$ cat config.mk
export PLATFORM = sky130hd
export DESIGN_NAME = bit_stuffer_unstuffer_top_flat
export DESIGN_NICKNAME = d
export VERILOG_FILES = /design/src/rtl/bsu_pkg.sv /design/src/rtl/bsu_if.sv /design/src/rtl/bsu_core.sv /design/src/rtl/bsu_res_queue.sv /design/src/rtl/bit_stuffer_unstuffer_top.sv /design/src/flat_wrapper.sv
export SDC_FILE = /design/constraint.sdc
export NUM_CORES = 1
export LEC_CHECK = 0
export ABC_CLOCK_PERIOD_IN_PS = 7900
export BUFFER_PORTS_ARGS = -buffer_cell sky130_fd_sc_hd__clkbuf_2
export CORE_UTILIZATION = 55
export CTS_BUF_LIST = sky130_fd_sc_hd__clkbuf_8
export DETAILED_ROUTE_END_ITERATION = 12
export GPL_TIMING_DRIVEN = 0
export PLACE_DENSITY = 0.83
export SLEW_MARGIN = 40
export SYNTH_ARGS = -nofsm -noshare
export SYNTH_HDL_FRONTEND = slang
export SYNTH_SLANG_ARGS = --single-unit
$ cat constraint.sdc
create_clock -name i_clk -period 7.9 [get_ports i_clk]
set_clock_uncertainty 0.2 [all_clocks]
set_input_delay 2.37 -clock i_clk [delete_from_list [all_inputs] [get_ports i_clk]]
set_output_delay 2.37 -clock i_clk [all_outputs]
set_load 0.02 [all_outputs]
$ cat src/rtl/bsu_pkg.sv
// ---------------------------------------------------------------------------
// bsu_pkg: shared types for the bit stuffer / unstuffer
// Result record, step record between the core and the result queue, and
// register indexes of the configuration port.
// ---------------------------------------------------------------------------
package bsu_pkg;

    localparam int RUN_W     = 4;
    localparam int QDEPTH    = 4;
    localparam int QPTR_W    = $clog2(QDEPTH);
    localparam int QCNT_W    = $clog2(QDEPTH + 1);
    localparam int CFG_IDX_W = 1;
    localparam int CFG_DAT_W = 4;

    localparam logic [RUN_W-1:0]     RUN_MAX       = '1;
    localparam logic [RUN_W-1:0]     RUN_LIMIT_RST = RUN_W'(3);
    localparam logic [CFG_IDX_W-1:0] REG_MODE      = CFG_IDX_W'(0);
    localparam logic [CFG_IDX_W-1:0] REG_RUN_LIMIT = CFG_IDX_W'(1);

    typedef enum logic {
        MODE_STUFF   = 1'b0,
        MODE_UNSTUFF = 1'b1
    } t_mode;

    typedef struct packed {
        logic out_bit;
        logic bit_valid;
        logic stuff_error;
        logic last_of_run;
    } t_res;

    // results produced by one input transaction
    typedef struct packed {
        logic push;
        logic two;
        t_res res0;
        t_res res1;
    } t_step;

    typedef struct packed {
        logic              room;
        logic [QCNT_W-1:0] level;
    } t_qstat;

endpackage

$ cat src/rtl/bsu_if.sv
// ---------------------------------------------------------------------------
// bsu_in_if / bsu_out_if: valid-ready channels of the bit stuffer
// Input carries one stream bit and a message start flag, output carries one
// result record.
// ---------------------------------------------------------------------------
interface bsu_in_if;
    logic valid;
    logic ready;
    logic data_bit;
    logic msg_start;

    modport source (output valid, output data_bit, output msg_start, input ready);
    modport sink   (input valid, input data_bit, input msg_start, output ready);
endinterface

interface bsu_out_if;
    logic valid;
    logic ready;
    logic out_bit;
    logic bit_valid;
    logic stuff_error;
    logic last_of_run;

    modport source (output valid, output out_bit, output bit_valid,
                    output stuff_error, output last_of_run, input ready);
    modport sink   (input valid, input out_bit, input bit_valid,
                    input stuff_error, input last_of_run, output ready);
endinterface

$ cat src/rtl/bsu_core.sv
// ---------------------------------------------------------------------------
// bsu_core: configuration registers, run state and per-bit decision
// Counts ones, decides on inserting or dropping a bit and forms the one or
// two result records of each accepted transaction.
// ---------------------------------------------------------------------------
module bsu_core import bsu_pkg::*; (
    input  logic                 i_clk,
    input  logic                 i_rst_n,
    input  logic                 i_cfg_we,
    input  logic [CFG_IDX_W-1:0] i_cfg_idx,
    input  logic [CFG_DAT_W-1:0] i_cfg_data,
    input  logic                 i_accept,
    input  logic                 i_data_bit,
    input  logic                 i_msg_start,
    output t_step                o_step
);

    t_mode            r_mode;
    logic [RUN_W-1:0] r_run_limit;
    logic [RUN_W-1:0] r_ones_run, n_ones_run;
    logic             r_drop_next, n_drop_next;

    logic [RUN_W-1:0] run0, run_inc;
    logic             drop0, hit;

    always_ff @(posedge i_clk) begin
        if (!i_rst_n) begin
            r_mode      <= MODE_STUFF;
            r_run_limit <= RUN_LIMIT_RST;
        end else if (i_cfg_we) begin
            if (i_cfg_idx == REG_MODE) begin
                r_mode <= t_mode'(i_cfg_data[0]);
            end else if (i_cfg_idx == REG_RUN_LIMIT) begin
                r_run_limit <= i_cfg_data[RUN_W-1:0];
            end
        end
    end

    always_comb begin
        // message start clears the run before this bit is handled
        run0    = i_msg_start ? '0 : r_ones_run;
        drop0   = i_msg_start ? 1'b0 : r_drop_next;
        run_inc = (run0 == RUN_MAX) ? RUN_MAX : run0 + RUN_W'(1);
        hit     = (r_run_limit != '0) && (run_inc == r_run_limit);

        n_ones_run  = i_data_bit ? (hit ? '0 : run_inc) : '0;
        n_drop_next = 1'b0;

        o_step.push = i_accept;
        o_step.two  = 1'b0;
        o_step.res0 = '{out_bit: i_data_bit, bit_valid: 1'b1,
                        stuff_error: 1'b0, last_of_run: 1'b1};
        o_step.res1 = '{out_bit: 1'b0, bit_valid: 1'b1,
                        stuff_error: 1'b0, last_of_run: 1'b1};

        unique case (r_mode)
            MODE_STUFF: begin
                if (i_data_bit && hit) begin
                    o_step.two              = 1'b1;
                    o_step.res0.last_of_run = 1'b0;
                end
            end
            MODE_UNSTUFF: begin
                if (drop0) begin
                    // stuffed position: bit is dropped, a one here is an error
                    n_ones_run  = '0;
                    o_step.res0 = '{out_bit: 1'b0, bit_valid: 1'b0,
                                    stuff_error: i_data_bit, last_of_run: 1'b1};
                end else begin
                    n_drop_next = i_data_bit && hit;
                end
            end
            default: ;
        endcase
    end

    always_ff @(posedge i_clk) begin
        if (!i_rst_n) begin
            r_ones_run  <= '0;
            r_drop_next <= 1'b0;
        end else if (i_accept) begin
            r_ones_run  <= n_ones_run;
            r_drop_next <= n_drop_next;
        end
    end

endmodule

$ cat src/rtl/bsu_res_queue.sv
// ---------------------------------------------------------------------------
// bsu_res_queue: result queue
// Small ring buffer that takes one or two results per cycle and hands out
// one per cycle while popped; flags room for two so the top never loses input.
// ---------------------------------------------------------------------------
module bsu_res_queue import bsu_pkg::*; (
    input  logic   i_clk,
    input  logic   i_rst_n,
    input  t_step  i_step,
    input  logic   i_pop,
    output logic   o_valid,
    output t_res   o_res,
    output t_qstat o_stat
);

    t_res              r_mem [QDEPTH];
    logic [QPTR_W-1:0] r_wr_ptr, n_wr_ptr;
    logic [QPTR_W-1:0] r_rd_ptr, n_rd_ptr;
    logic [QCNT_W-1:0] r_count, n_count;
    logic              pop;
    logic [QPTR_W-1:0] wr_ptr1;
    logic [QCNT_W-1:0] n_push;

    assign pop     = i_pop && (r_count != '0);
    assign wr_ptr1 = r_wr_ptr + QPTR_W'(1);
    assign n_push  = i_step.push ? (i_step.two ? QCNT_W'(2) : QCNT_W'(1)) : '0;

    always_comb begin
        n_wr_ptr = r_wr_ptr + n_push[QPTR_W-1:0];
        n_rd_ptr = pop ? r_rd_ptr + QPTR_W'(1) : r_rd_ptr;
        n_count  = r_count + n_push - (pop ? QCNT_W'(1) : QCNT_W'(0));
    end

    always_ff @(posedge i_clk) begin
        if (i_step.push) begin
            r_mem[r_wr_ptr] <= i_step.res0;
            if (i_step.two) begin
                r_mem[wr_ptr1] <= i_step.res1;
            end
        end
    end

    always_ff @(posedge i_clk) begin
        if (!i_rst_n) begin
            r_wr_ptr <= '0;
            r_rd_ptr <= '0;
            r_count  <= '0;
        end else begin
            r_wr_ptr <= n_wr_ptr;
            r_rd_ptr <= n_rd_ptr;
            r_count  <= n_count;
        end
    end

    assign o_valid      = (r_count != '0);
    assign o_res        = r_mem[r_rd_ptr];
    assign o_stat.level = r_count;
    assign o_stat.room  = (r_count <= QCNT_W'(QDEPTH - 2));

endmodule

$ cat src/rtl/bit_stuffer_unstuffer_top.sv
// ---------------------------------------------------------------------------
// bit_stuffer_unstuffer_top: serial bit stuffer / unstuffer
// Zero insertion or removal after a programmable run of ones.
// ---------------------------------------------------------------------------
// One input bit is accepted per cycle while input ready is high, and its
// results are registered in the result queue. In stuff mode a bit that
// completes a run of run_limit ones yields two results (the bit and an
// inserted zero); the output hands out one result per cycle while the
// receiver is ready, from a four-entry result queue, so inserted zeros
// slow the input. Input ready drops while the queue lacks room for two
// results. Unstuff mode always yields one result per bit; a dropped bit
// shows bit_valid low, with stuff_error high if it was a one.
module bit_stuffer_unstuffer_top import bsu_pkg::*; (
    input  logic                 i_clk,
    input  logic                 i_rst_n,
    bsu_in_if.sink               i_in,
    bsu_out_if.source            o_out,
    input  logic                 i_cfg_we,
    input  logic [CFG_IDX_W-1:0] i_cfg_idx,
    input  logic [CFG_DAT_W-1:0] i_cfg_data
);

    t_step  step;
    t_qstat qstat;
    t_res   head;
    logic   accept;

    assign i_in.ready = qstat.room;
    assign accept     = i_in.valid && qstat.room;

    bsu_core u_core (
        .i_clk       (i_clk),
        .i_rst_n     (i_rst_n),
        .i_cfg_we    (i_cfg_we),
        .i_cfg_idx   (i_cfg_idx),
        .i_cfg_data  (i_cfg_data),
        .i_accept    (accept),
        .i_data_bit  (i_in.data_bit),
        .i_msg_start (i_in.msg_start),
        .o_step      (step)
    );

    bsu_res_queue u_queue (
        .i_clk   (i_clk),
        .i_rst_n (i_rst_n),
        .i_step  (step),
        .i_pop   (o_out.ready),
        .o_valid (o_out.valid),
        .o_res   (head),
        .o_stat  (qstat)
    );

    assign o_out.out_bit     = head.out_bit;
    assign o_out.bit_valid   = head.bit_valid;
    assign o_out.stuff_error = head.stuff_error;
    assign o_out.last_of_run = head.last_of_run;

    a_level_bound: assert property (@(posedge i_clk) disable iff (!i_rst_n)
        qstat.level <= QCNT_W'(QDEPTH))
        else $error("result queue level out of range");

    a_accept_room: assert property (@(posedge i_clk) disable iff (!i_rst_n)
        accept |=> qstat.level <= QCNT_W'(QDEPTH) && qstat.level != '0)
        else $error("accepted transaction left no result queued");

    a_err_dropped: assert property (@(posedge i_clk) disable iff (!i_rst_n)
        o_out.valid && o_out.stuff_error |-> !o_out.bit_valid && o_out.last_of_run)
        else $error("stuff error on a delivered bit");

    a_drop_zero: assert property (@(posedge i_clk) disable iff (!i_rst_n)
        o_out.valid && !o_out.bit_valid |-> !o_out.out_bit)
        else $error("dropped bit carries a one");

endmodule

$ cat src/flat_wrapper.sv
// flat-port wrapper written by rule: the top's interface ports become plain ports
module bit_stuffer_unstuffer_top_flat import bsu_pkg::*;
  (i_clk, i_rst_n, i_cfg_we, i_cfg_idx, i_cfg_data, i_in_valid, i_in_data_bit, i_in_msg_start, i_in_ready, o_out_valid, o_out_out_bit, o_out_bit_valid, o_out_stuff_error, o_out_last_of_run, o_out_ready);
  bsu_in_if i_in_i ();
  bsu_out_if o_out_i ();
  input  logic i_clk;
  input  logic i_rst_n;
  input  logic i_cfg_we;
  input  logic [CFG_IDX_W-1:0] i_cfg_idx;
  input  logic [CFG_DAT_W-1:0] i_cfg_data;
  input wire logic [$bits(i_in_i.valid)-1:0] i_in_valid;
  input wire logic [$bits(i_in_i.data_bit)-1:0] i_in_data_bit;
  input wire logic [$bits(i_in_i.msg_start)-1:0] i_in_msg_start;
  output wire logic [$bits(i_in_i.ready)-1:0] i_in_ready;
  output wire logic [$bits(o_out_i.valid)-1:0] o_out_valid;
  output wire logic [$bits(o_out_i.out_bit)-1:0] o_out_out_bit;
  output wire logic [$bits(o_out_i.bit_valid)-1:0] o_out_bit_valid;
  output wire logic [$bits(o_out_i.stuff_error)-1:0] o_out_stuff_error;
  output wire logic [$bits(o_out_i.last_of_run)-1:0] o_out_last_of_run;
  input wire logic [$bits(o_out_i.ready)-1:0] o_out_ready;
  assign i_in_i.valid = i_in_valid;
  assign i_in_i.data_bit = i_in_data_bit;
  assign i_in_i.msg_start = i_in_msg_start;
  assign i_in_ready = i_in_i.ready;
  assign o_out_valid = o_out_i.valid;
  assign o_out_out_bit = o_out_i.out_bit;
  assign o_out_bit_valid = o_out_i.bit_valid;
  assign o_out_stuff_error = o_out_i.stuff_error;
  assign o_out_last_of_run = o_out_i.last_of_run;
  assign o_out_i.ready = o_out_ready;
  bit_stuffer_unstuffer_top u_core (.i_clk(i_clk), .i_rst_n(i_rst_n), .i_in(i_in_i), .o_out(o_out_i), .i_cfg_we(i_cfg_we), .i_cfg_idx(i_cfg_idx), .i_cfg_data(i_cfg_data));
endmodule
==> results.rst, run 1 <==
.. list-table::
   :header-rows: 1

   * - Metric
     - Value
   * - Sequential share of the synthesized area
     - 39.5%
   * - Starting density of the core
     - about three fifths
   * - Sum of negative setup slack
     - 0 ns
   * - Detail Route Antenna Nets
     - 0
   * - Total number of clock tree sinks
     - 35
   * - Crit path launch type
     - primary input
   * - Global-route wire length before repair
     - 6090 um
   * - Growth of design area from synthesis to finish
     - 15.4%
   * - Net switching fraction of the power
     - 32.2%
   * - Kind of critical path
     - in -> reg
   * - Reg power frac
     - 37.9%
   * - Fmax
     - about 170 MHz
   * - WL final
     - ~3600 um
   * - Via Count
     - 1499
   * - Endpoints failing hold
     - 0
   * - Final setup viols
     - 0
   * - Number of distinct library cells after synthesis
     - 47
   * - Maximum number of pins on one net before global-route repair
     - 12
   * - Fraction of registers with async set/reset
     - 0%
   * - Sort of element at the end of the critical path
     - flip-flop
   * - Die footprint
     - between 0.003 and 0.004 mm2
   * - Cell area after layout
     - 0.00205 mm2
   * - Placement-stage cell area
     - 0.00192 mm2
   * - Core Box Area
     - around 0.003 mm2
   * - Main flop type after synthesis
     - sky130_fd_sc_hd__dfxtp_1
   * - Count of routing violations after the opening detailed-route iteration
     - between 80 and 90
   * - Syn nets
     - 215
   * - Transition at the pin with the smallest max-transition slack
     - 0.435 ns
   * - Share of the synthesized area in the top cell type
     - between 30% and 40%
   * - Tightest hold margin
     - 0.262 ns
   * - Crit path max fanout
     - 9
   * - Logic pwr share
     - between 30% and 40%
   * - Fin worst setup slack
     - 2.00 ns
   * - RSZ-0062 raised after global routing
     - no
   * - Leakage power total
     - 0.835 nW
   * - Final critical delay including setup and external delays
     - a little under 6 ns
   * - Clock network latency to the later pin of the worst-skew pair
     - 0.29 ns
   * - Number of antenna violations at the first check in global routing
     - 0
   * - Deepest level of the CTS H-tree
     - 2
   * - Synthesized area divided by synthesized cell count
     - 9.01 um2
   * - Total CTS buffers
     - 5
   * - Maximum count of clock buffers along a single path
     - 2
   * - Max-capacitance violation count
     - 0
   * - Boundary pin count
     - 18
   * - Weighted congestion reported at the end of routability-driven placement
     - 0.899
   * - Total grt overflow
     - 0
   * - Worst endpoint data arrival time
     - 5.89 ns
   * - Most frequently used cell type in the post-synthesis netlist
     - sky130_fd_sc_hd__dfxtp_1
   * - Status
     - finished clean
   * - Detailed-routing iteration count for the pre-antenna-repair pass
     - 4
   * - Sw power
     - 0.206 mW
   * - Post-CTS Setup Inserts
     - 0
   * - Post-synthesis instance area
     - 0.00178 mm2
   * - Share of cells above drive strength 1
     - between 10% and 20%
   * - Drt via density
     - around 5.6
   * - Antenna diode instance count
     - 0
   * - Worst min-delay path class
     - reg -> reg
   * - Post-synthesis instance total
     - 197
   * - Synth cell count leaders
     - sky130_fd_sc_hd__dfxtp_1 (35), sky130_fd_sc_hd__nand2_1 (16), sky130_fd_sc_hd__inv_1 (15)
   * - Total of warnings raised by yosys
     - 0
   * - Count of flip-flops with a built-in enable after synthesis
     - 0
   * - Share of the clock period used by the worst path after layout
     - between 70% and 80%
   * - HPWL Detailed
     - 2710 um
   * - Post-route DRC
     - 0
   * - Average routed wire per standard cell
     - around 14 um
   * - Number of hold buffers added after CTS
     - 0
   * - Horiz. Die Dim
     - 58.8 um
   * - Layout Nets
     - 239
   * - Required time at the endpoint of the critical path
     - between 7 and 8 ns
   * - Final number of max-transition violations
     - 0
   * - Slew headroom
     - between 70% and 80%
   * - TritonCTS clock tree
     - yes
   * - Internal power of the cells
     - 0.433 mW
   * - Number of global-route vias before repair
     - 1427
   * - Fraction of power consumed by the clock network
     - 29.3%
   * - Worst-case setup slack after placement
     - around 1.7 ns
   * - Quantity of I/O buffers inserted on ports
     - 17
   * - Number of synthesized register bits
     - 35
   * - All-Layer GR Usage
     - 24.1%
   * - Top cells by area, synth
     - sky130_fd_sc_hd__dfxtp_1 (39%), sky130_fd_sc_hd__mux4_2 (5.1%), sky130_fd_sc_hd__ha_1 (3.5%)
   * - Clock transition at the registers of the reported paths
     - 0.07 ns
   * - Clock tree root driver cell
     - sky130_fd_sc_hd__clkbuf_8
   * - Post-cts gate resize count
     - 0
   * - Cell accounting for the most synthesized area
     - sky130_fd_sc_hd__dfxtp_1
   * - Cell row count
     - 20
   * - Height of the die
     - between 50 and 60 um
   * - Peak supply drop
     - 0.000189 V
   * - Cell Pwr Density
     - 312 mW/mm2
-- final timing paths --
path,from,end,slack [ns],cells after the start
min,u_core.u_queue.r_mem[0][3],u_core.u_queue.r_mem[0][3],0.26,2
max,i_in_msg_start,u_core.u_queue.r_count[2],2.00,16
max reg2reg,u_core.u_core.r_ones_run[0],u_core.u_queue.r_count[2],3.93,15
min reg2reg,u_core.u_queue.r_mem[0][3],u_core.u_queue.r_mem[0][3],0.26,2
-- placed cells by master, fill, tap and decap left out, types with 2 or more instances in the layout --
| cell type | Yosys | final |
|---|---|---|
| sky130_fd_sc_hd__o22a_1 | 2 | 2 |
| sky130_fd_sc_hd__ha_1 | 5 | 5 |
| sky130_fd_sc_hd__o21a_1 | 3 | 3 |
| sky130_fd_sc_hd__a21boi_0 | 4 | 4 |
| sky130_fd_sc_hd__dfxtp_1 | 35 | 35 |
| sky130_fd_sc_hd__a31oi_1 | 3 | 3 |
| sky130_fd_sc_hd__nand3_1 | 12 | 12 |
| sky130_fd_sc_hd__xnor2_1 | 3 | 3 |
| sky130_fd_sc_hd__nand4_1 | 3 | 3 |
| sky130_fd_sc_hd__a32oi_1 | 2 | 2 |
| sky130_fd_sc_hd__mux4_2 | 4 | 4 |
| sky130_fd_sc_hd__o22ai_1 | 2 | 2 |
| sky130_fd_sc_hd__and2_1 | 8 | 8 |
| sky130_fd_sc_hd__nor2_1 | 12 | 12 |
| sky130_fd_sc_hd__a21oi_1 | 7 | 7 |
| sky130_fd_sc_hd__xor2_1 | 4 | 4 |
| sky130_fd_sc_hd__o21ai_0 | 10 | 10 |
| sky130_fd_sc_hd__clkbuf_2 | 1 | 18 |
| sky130_fd_sc_hd__bufinv_16 | 0 | 2 |
| sky130_fd_sc_hd__inv_1 | 15 | 16 |
| sky130_fd_sc_hd__clkbuf_1 | 4 | 4 |
| sky130_fd_sc_hd__nor2b_1 | 5 | 5 |
| sky130_fd_sc_hd__o31ai_1 | 2 | 2 |
| sky130_fd_sc_hd__o211ai_1 | 3 | 3 |
| sky130_fd_sc_hd__and2b_1 | 3 | 3 |
| sky130_fd_sc_hd__clkbuf_8 | 0 | 5 |
| sky130_fd_sc_hd__or3_1 | 4 | 4 |
| sky130_fd_sc_hd__nand2_1 | 16 | 16 |
| sky130_fd_sc_hd__nor3_1 | 5 | 5 |
-- state kept, by name, indices dropped and copies added (netlist names), named ones only --
register,flops
u_core.u_queue.r_wr_ptr,2
u_core.u_core.r_drop_next,1
u_core.u_queue.r_rd_ptr,2
u_core.u_core.r_run_limit,4
u_core.u_core.r_mode,1
u_core.u_queue.r_count,3
u_core.u_core.r_ones_run,4
u_core.u_queue.r_mem,16
-- cell families after synthesis --
group | Yosys count | share of synthesized area [%]
flops | 35 | 39.5
buf+inv | 20 | 4.30
xor+xnor | 7 | 3.45
fa+ha+maj | 6 | 4.65
compound gates | 50 | 19.9
mux | 4 | 5.07
simple gates | 75 | 23.1
-- per-stage QoR --
step / std cells / utilization [%] / power (mW)
finish: 266 / 67.1 / 0.640
global route: 266 / 67.1 / 0.682
CTS: 266 / 67.1 / 0.644
detailed placement: 258 / 62.7 / 0.456
global placement: 258 / 62.7 / 0.450
floorplan: 197 / - / 0.401
-- worst max-delay path, stage by stage --
cell                        delay (ns)
sky130_fd_sc_hd__clkbuf_2         0.16
sky130_fd_sc_hd__and2b_1          0.23
sky130_fd_sc_hd__ha_1             0.25
sky130_fd_sc_hd__and4b_4          0.22
sky130_fd_sc_hd__or4_4            0.48
sky130_fd_sc_hd__a211oi_2         0.28
sky130_fd_sc_hd__o2111ai_2        0.28
sky130_fd_sc_hd__o21ai_0          0.30
sky130_fd_sc_hd__ha_1             0.27
sky130_fd_sc_hd__inv_1            0.05
sky130_fd_sc_hd__ha_1             0.14
sky130_fd_sc_hd__inv_1            0.05
sky130_fd_sc_hd__fa_1             0.36
sky130_fd_sc_hd__xor2_1           0.17
sky130_fd_sc_hd__xnor2_1          0.12
sky130_fd_sc_hd__and2_1           0.15
-- layout make-up --
class,instances,area (um2)
Multi-Input combinational cell,142,998
Inverter,15,56.3
Timing Repair Buffer,17,85.1
Clock buffer,5,68.8
Clock inverter,3,63.8
Buffer,5,20.0
Tap cell,44,55.1
Sequential cell,35,701
Fill cell,262,1000
-- power groups by stage --
stage                     Combinational (mW)  Clock (mW)  Sequential (mW)
after floorplan                        0.163           0            0.238
after global placement                 0.206           0            0.244
after detailed placement               0.210           0            0.246
after CTS                              0.211       0.191            0.242
after global routing                   0.234       0.199            0.248
final                                  0.210       0.188            0.242
-- per-layer routing --
metal | vias up | wire length, um | GRT usage [%]
met2 | 36 | 1680 | 39.1
li1 | 759 | - | -
met4 | 0 | 66 | 9.86
met5 | - | 0 | 0
met3 | 8 | 166 | 7.91
met1 | 696 | 1690 | 29.4
No activity file was read; power rests on OpenSTA's default activity.
==> run 2: changes to the inputs <==
Settings changed: ABC_AREA set to 1, ABC_CLOCK_PERIOD_IN_PS 7900 to 4700, PLACE_DENSITY 0.83 to 0.86.
Clock period 7.9 ns to 4.7 ns, I/O delays scaled along.
==> results.rst, run 2 <==
.. list-table::
   :header-rows: 1

   * - Metric
     - Value
   * - Maximum count of clock buffers along a single path
     - 2
   * - All-Layer GR Usage
     - 23.1%
   * - Drt via density
     - 5.01
   * - Sum of negative setup slack
     - 0 ns
   * - Peak supply drop
     - ~0.00028 V
   * - Post-CTS Setup Inserts
     - 0
   * - Fmax
     - 248 MHz
   * - Die footprint
     - 0.00351 mm2
   * - Total of warnings raised by yosys
     - 0
   * - Internal power of the cells
     - 0.618 mW
   * - Kind of critical path
     - in -> reg
   * - Sw power
     - 0.375 mW
   * - Syn nets
     - 264
   * - Post-synthesis instance area
     - 0.00180 mm2
   * - Maximum number of pins on one net before global-route repair
     - 13
   * - Deepest level of the CTS H-tree
     - 2
   * - Total grt overflow
     - 0
   * - Synth cell count leaders
     - sky130_fd_sc_hd__nand2_1 (50), sky130_fd_sc_hd__inv_1 (37), sky130_fd_sc_hd__dfxtp_1 (35)
   * - Share of the clock period used by the worst path after layout
     - 85.9%
   * - Crit path launch type
     - primary input
   * - Number of antenna violations at the first check in global routing
     - 0
   * - Main flop type after synthesis
     - sky130_fd_sc_hd__dfxtp_1
   * - Registers with the most flip-flops
     - u_core.u_queue.r_mem: 16 flops, u_core.u_core.r_ones_run: 4 flops, u_core.u_core.r_run_limit: 4 flops
   * - Number of hold buffers added after CTS
     - 0
   * - Boundary pin count
     - 18
   * - Leakage power total
     - 0.931 nW
   * - Via Count
     - between 1500 and 2000
   * - Placement-stage cell area
     - 0.00194 mm2
   * - Transition at the pin with the smallest max-transition slack
     - 0.417 ns
   * - Detail Route Antenna Nets
     - 0
   * - Worst min-delay path class
     - reg -> reg
   * - Largest register FFs
     - 16
   * - Clock network latency to the later pin of the worst-skew pair
     - ~0.29 ns
   * - Most frequently used cell type in the post-synthesis netlist
     - sky130_fd_sc_hd__nand2_1
   * - Cell Pwr Density
     - 489 mW/mm2
   * - Register name with the most flops
     - u_core.u_queue.r_mem
   * - TritonCTS clock tree
     - yes
   * - Count of flip-flops with a built-in enable after synthesis
     - 0
   * - Total number of clock tree sinks
     - 35
   * - FF-to-FF setup slack
     - approximately 1.6 ns
   * - Net switching fraction of the power
     - about 38%
   * - Final number of max-transition violations
     - 0
   * - Post-route DRC
     - 0
   * - Number of synthesized register bits
     - 35
   * - HPWL Detailed
     - between 2000 and 3000 um
   * - Final critical delay including setup and external delays
     - approximately 4.0 ns
   * - Share of cells above drive strength 1
     - 19.9%
   * - Final setup viols
     - 0
   * - Leading cell type in the layout, fill and taps excluded
     - sky130_fd_sc_hd__nand2_1
   * - Number of global-route vias before repair
     - about 1500
   * - Worst endpoint data arrival time
     - about 4 ns
   * - Global-route wire length before repair
     - between 5000 and 6000 um
   * - Starting density of the core
     - between 50% and 60%
   * - Share of the synthesized area in the top cell type
     - 38.9%
   * - Required time at the endpoint of the critical path
     - 4.67 ns
   * - Layout Nets
     - 288
   * - Sort of element at the end of the critical path
     - flip-flop
   * - Fraction of power consumed by the clock network
     - 21.4%
   * - Sequential share of the synthesized area
     - between 30% and 40%
   * - Top cells by area, synth
     - sky130_fd_sc_hd__dfxtp_1 (39%), sky130_fd_sc_hd__nand2_1 (10%), sky130_fd_sc_hd__inv_1 (7.7%)
   * - Max-capacitance violation count
     - 0
   * - Reg power frac
     - 44.1%
   * - Most frequent cells in the layout
     - sky130_fd_sc_hd__nand2_1 (50), sky130_fd_sc_hd__inv_1 (37), sky130_fd_sc_hd__dfxtp_1 (35), sky130_fd_sc_hd__nor2_1 (27), sky130_fd_sc_hd__o21ai_0 (22)
   * - Status
     - finished clean
   * - Height of the die
     - 59.2 um
   * - Cell row count
     - 20
   * - Core Box Area
     - 0.00308 mm2
   * - Antenna diode instance count
     - 0
   * - Longest individual stage delay on the worst path
     - 0.43 ns
   * - Logic pwr share
     - 34.5%
   * - Cell accounting for the most synthesized area
     - sky130_fd_sc_hd__dfxtp_1
   * - Total CTS buffers
     - 5
   * - Horiz. Die Dim
     - 59.2 um
   * - CP max stage cell
     - sky130_fd_sc_hd__fa_1
   * - Growth of design area from synthesis to finish
     - 12.7%
   * - Number of distinct library cells after synthesis
     - 29
   * - Slew headroom
     - 72.1%
   * - Quantity of I/O buffers inserted on ports
     - 17
   * - Series of cell instances along the critical path
     - clkbuf_2 > nor2_2 > ha_1 > nand2_1 > inv_1 > nand2_4 > nand2_2 > nand2_1 > nand2_1 > nand2_2 > nor2_4 > nand4_4 > nor2_4 > inv_1 > ha_1 > fa_1 > xor2_1 > inv_1 > nor2_1
   * - Post-cts gate resize count
     - 0
   * - Synthesized area divided by synthesized cell count
     - ~7.3 um2
   * - Cell area after layout
     - about 0.002 mm2
   * - Average routed wire per standard cell
     - about 11 um
   * - Crit path max fanout
     - 7
   * - WL final
     - ~3500 um
   * - Weighted congestion reported at the end of routability-driven placement
     - 1.01
   * - Count of routing violations after the opening detailed-route iteration
     - 110
   * - Endpoints failing hold
     - 0
   * - Fraction of registers with async set/reset
     - 0%
   * - RSZ-0062 raised after global routing
     - no
   * - Clock transition at the registers of the reported paths
     - 0.07 ns
   * - Detailed-routing iteration count for the pre-antenna-repair pass
     - 4
   * - Clock tree root driver cell
     - sky130_fd_sc_hd__clkbuf_8
   * - Post-synthesis instance total
     - 246
==> run 2: changes by cell type in the layout (fill, tap and decap cells not counted), moves of 5 or more <==
cell,change
sky130_fd_sc_hd__o21ai_0,+12
sky130_fd_sc_hd__a21oi_1,+8
sky130_fd_sc_hd__nor2_1,+15
sky130_fd_sc_hd__nand3_2,+5
sky130_fd_sc_hd__nor2b_1,-5
sky130_fd_sc_hd__nor3_1,-5
sky130_fd_sc_hd__inv_1,+21
sky130_fd_sc_hd__nand2_1,+34
sky130_fd_sc_hd__and2_1,-8
==> run 2: metal layers <==
| metal | track usage [%] | part of all wire (%) | vias up |
|---|---|---|---|
| met1 | 27.9 | 47 | 700 |
| met2 | 36.8 | 47 | 36 |
| met4 | 13.6 | 1.7 | 0 |
| li1 | - | - | 836 |
| met3 | 6.11 | 4.8 | 7 |
| met5 | 0 | 0 | - |
==> run 2: final timing paths <==
check	start	cells after the start	endpoint
hold / removal	u_core.u_queue.r_rd_ptr[1]	2	u_core.u_queue.r_rd_ptr[1]
setup reg to reg	u_core.u_core.r_ones_run[0]	19	u_core.u_queue.r_count[2]
hold reg to reg	u_core.u_queue.r_rd_ptr[1]	2	u_core.u_queue.r_rd_ptr[1]
setup / recovery	i_in_msg_start	19	u_core.u_queue.r_count[2]
==> run 2: worst max-delay path: cells and delay by family <==
kind | cells | cell delay [ns]
xor gates and xnor gates | 1 | 0.17
adders and majority gates | 3 | 0.97
buffers and inverters | 4 | 0.35
and+or+nand+nor | 11 | 1.12
==> run 2: metrics by stage <==
step | util (%) | instances | setup WS [ns] | total power, mW | hold slack [ns]
after global placement | 63.1 | 307 | 0.432 | 0.772 | 0.253
after global routing | 66.0 | 315 | 0.425 | 1.07 | 0.285
after CTS | 66.0 | 315 | 0.683 | 1.00 | 0.267
after floorplan | - | 246 | 0.807 | 0.696 | 0.236
final | 66.0 | 315 | 0.663 | 0.993 | 0.264
after detailed placement | 63.1 | 307 | 0.376 | 0.784 | 0.257
==> run 2: cell type report <==
class / instances / area (um2)
tap: 44 / 55.1
clock inverter: 3 / 20.0
fill: 292 / 1050
timing repair buffer: 17 / 85.1
multi-input combinational: 167 / 932
sequential: 35 / 701
inverter: 41 / 155
clock buffer: 5 / 68.8
buffer: 3 / 13.8
==> run 2: logic make-up after synthesis <==
logic type                 Yosys count  share of synthesized area, %
xor gates and xnor gates             2                         0.972
DFF                                 35                          38.9
buffers and inverters               44                          9.37
and+or+nand+nor                    107                          29.9
adders and majority gates            6                          4.58
AOI/OAI and AO/OA                   52                          16.3
==> run 2: power groups by stage <==
stage	registers [mW]	logic [mW]	clock network (mW)
finish	0.438	0.343	0.212
global route	0.446	0.394	0.235
CTS	0.436	0.344	0.220
detailed placement	0.440	0.344	0
global placement	0.439	0.332	0
floorplan	0.427	0.268	0
==> run 3: changes to the inputs <==
Settings changed: CTS_BUF_LIST sky130_fd_sc_hd__clkbuf_8 to sky130_fd_sc_hd__clkbuf_4.
==> results.rst, run 3 (synthesis gave the netlist of run 2 again) <==
.. list-table::
   :header-rows: 1

   * - Metric
     - Value
   * - WL met2
     - 1620 um
   * - Hold depth
     - 2
   * - Final critical delay including setup and external delays
     - just under 4 ns
   * - Boundary pin count
     - 18
   * - Slew headroom
     - 70.5%
   * - Share of cells above drive strength 1
     - 19.9%
   * - Global-route wire length before repair
     - around 6000 um
   * - Quantity of I/O buffers inserted on ports
     - 17
   * - Hold path startpoint
     - u_core.u_queue.r_rd_ptr[1]
   * - Share of the clock period used by the worst path after layout
     - ~84%
   * - Deepest level of the CTS H-tree
     - 2
   * - Sort of element at the end of the critical path
     - flip-flop
   * - RSZ-0062 raised after global routing
     - no
   * - Number of hold buffers added after CTS
     - 0
   * - Drt via density
     - 4.98
   * - Transition at the pin with the smallest max-transition slack
     - 0.441 ns
   * - Clock tree root driver cell
     - sky130_fd_sc_hd__clkbuf_4
   * - Number of antenna violations at the first check in global routing
     - 0
   * - HPWL Detailed
     - 2680 um
   * - Total power consumption of the routed design
     - roughly 0.94 mW
   * - Via Count
     - 1568
   * - Cell row count
     - 20
   * - Largest register FFs
     - 16
   * - Leading cell type in the layout, fill and taps excluded
     - sky130_fd_sc_hd__nand2_1
   * - Post-cts gate resize count
     - 0
   * - Post-route DRC
     - 0
   * - Peak supply drop
     - 0.000272 V
   * - RR Endpoint
     - u_core.u_queue.r_count[2]
   * - Longest individual stage delay on the worst path
     - approximately 0.43 ns
   * - Endpoints failing hold
     - 0
   * - Total number of clock tree sinks
     - 35
   * - Leakage power total
     - 0.918 nW
   * - Worst-case setup slack after placement
     - between 0.3 and 0.4 ns
   * - Max-capacitance violation count
     - 0
   * - Die footprint
     - 0.00351 mm2
   * - WL final
     - 3490 um
   * - Count of routing violations after the opening detailed-route iteration
     - a little over 80
   * - CP max stage cell
     - sky130_fd_sc_hd__fa_1
   * - Required time at the endpoint of the critical path
     - 4.75 ns
   * - Sum of negative setup slack
     - 0 ns
   * - Total CTS buffers
     - 5
   * - Average routed wire per standard cell
     - 11.1 um
   * - Series of cell instances along the critical path
     - clkbuf_2 > nor2_2 > ha_1 > nand2_1 > inv_1 > nand2_4 > nand2_2 > nand2_1 > nand2_1 > nand2_2 > nor2_4 > nand4_4 > nor2_4 > inv_1 > ha_1 > fa_1 > xor2_1 > inv_1 > nor2_1
   * - FF-to-FF setup slack
     - 1.56 ns
   * - Worst endpoint data arrival time
     - 4.01 ns
   * - Horiz. Die Dim
     - 59.2 um
   * - Kind of critical path
     - in -> reg
   * - Clock network latency to the later pin of the worst-skew pair
     - roughly 0.35 ns
   * - Worst min-delay path class
     - reg -> reg
   * - Crit path max fanout
     - 7
   * - Fmax
     - 252 MHz
   * - Antenna diode instance count
     - 0
   * - Weighted congestion reported at the end of routability-driven placement
     - 1.01
   * - Crit path launch type
     - primary input
   * - Starting density of the core
     - 58.5%
   * - Height of the die
     - 59.2 um
   * - Number of global-route vias before repair
     - 1461
   * - TritonCTS clock tree
     - yes
   * - Total grt overflow
     - 0
   * - Final setup viols
     - 0
   * - Maximum number of pins on one net before global-route repair
     - 13
   * - Final core area utilization
     - between 60% and 70%
   * - Endpoint of the worst hold path
     - u_core.u_queue.r_rd_ptr[1]
   * - Register name with the most flops
     - u_core.u_queue.r_mem
   * - Maximum count of clock buffers along a single path
     - 2
   * - Max Used Layer
     - met4
   * - Cell depth of the worst flop-to-flop path
     - 19
   * - All-Layer GR Usage
     - 23.1%
   * - Layout Nets
     - 288
   * - Post-CTS Setup Inserts
     - 0
   * - Final number of max-transition violations
     - 0
   * - Status
     - finished clean
   * - Most frequent cells in the layout
     - sky130_fd_sc_hd__nand2_1 (50), sky130_fd_sc_hd__inv_1 (37), sky130_fd_sc_hd__dfxtp_1 (35), sky130_fd_sc_hd__nor2_1 (27), sky130_fd_sc_hd__o21ai_0 (22)
   * - Registers with the most flip-flops
     - u_core.u_queue.r_mem: 16 flops, u_core.u_core.r_ones_run: 4 flops, u_core.u_core.r_run_limit: 4 flops
   * - Growth of design area from synthesis to finish
     - 11.0%
   * - Fin worst setup slack
     - roughly 0.74 ns
   * - Tightest hold margin
     - 0.270 ns
   * - Core Box Area
     - 0.00308 mm2
   * - FF-to-FF Start
     - u_core.u_core.r_ones_run[0]
   * - Wl on met1
     - 1630 um
   * - Detailed-routing iteration count for the pre-antenna-repair pass
     - 4
   * - Number of inserted filler cells in the final layout
     - 292
   * - Cell Pwr Density
     - 471 mW/mm2
   * - Detail Route Antenna Nets
     - 0
   * - Total length of routed met3 wires
     - roughly 180 um
   * - Clock transition at the registers of the reported paths
     - 0.11 ns
## run 3: cell types whose count changed in the layout (fill, tap and decap cells not counted)
cell                       before  now
sky130_fd_sc_hd__clkbuf_4       0    5
sky130_fd_sc_hd__clkbuf_8       5    0
## run 3: per-stage QoR
step,cell area [um2],std cells
global placement,1940,307
floorplan,1800,246
CTS,2000,315
global route,2000,315
detailed placement,1940,307
finish,2000,315
## run 3: final cells by class
cell class	count	area, um2	share of cell area [%]
Multi-Input combinational cell	167	932	46.6
Sequential cell	35	701	35.0
Inverter	41	155	7.76
Timing Repair Buffer	17	85.1	4.26
Tap cell	44	55.1	2.75
Clock buffer	5	37.5	1.88
Clock inverter	3	20.0	1.00
Buffer	3	13.8	0.688
## run 3: worst max path at each step
stage                     cells after the start           start                        end
after floorplan                              18  i_in_msg_start  u_core.u_queue.r_count[2]
after global placement                       21  i_in_msg_start  u_core.u_queue.r_count[2]
after detailed placement                     19  i_in_msg_start  u_core.u_queue.r_count[2]
after CTS                                    19  i_in_msg_start  u_core.u_queue.r_count[2]
after global routing                         21  i_in_msg_start  u_core.u_queue.r_count[2]
final                                        19  i_in_msg_start  u_core.u_queue.r_count[2]
## run 3: power breakdown
group,switching (mW),internal [mW],total [mW]
combinational,0.212,0.131,0.342
sequential,0.0530,0.384,0.437
clock,0.105,0.0570,0.162
## run 3: critical path, delay by kind of cell
kind | cells | cell delay [ns]
adders and majority gates | 3 | 0.97
buffers and inverters | 4 | 0.35
and+or+nand+nor | 11 | 1.12
xor gates and xnor gates | 1 | 0.17
## run 3: metal layers
layer | vias up | GRT usage [%]
met4 | 0 | 11.2
met5 | - | 0
met2 | 23 | 37.1
li1 | 838 | -
met1 | 701 | 27.8
met3 | 6 | 7.42
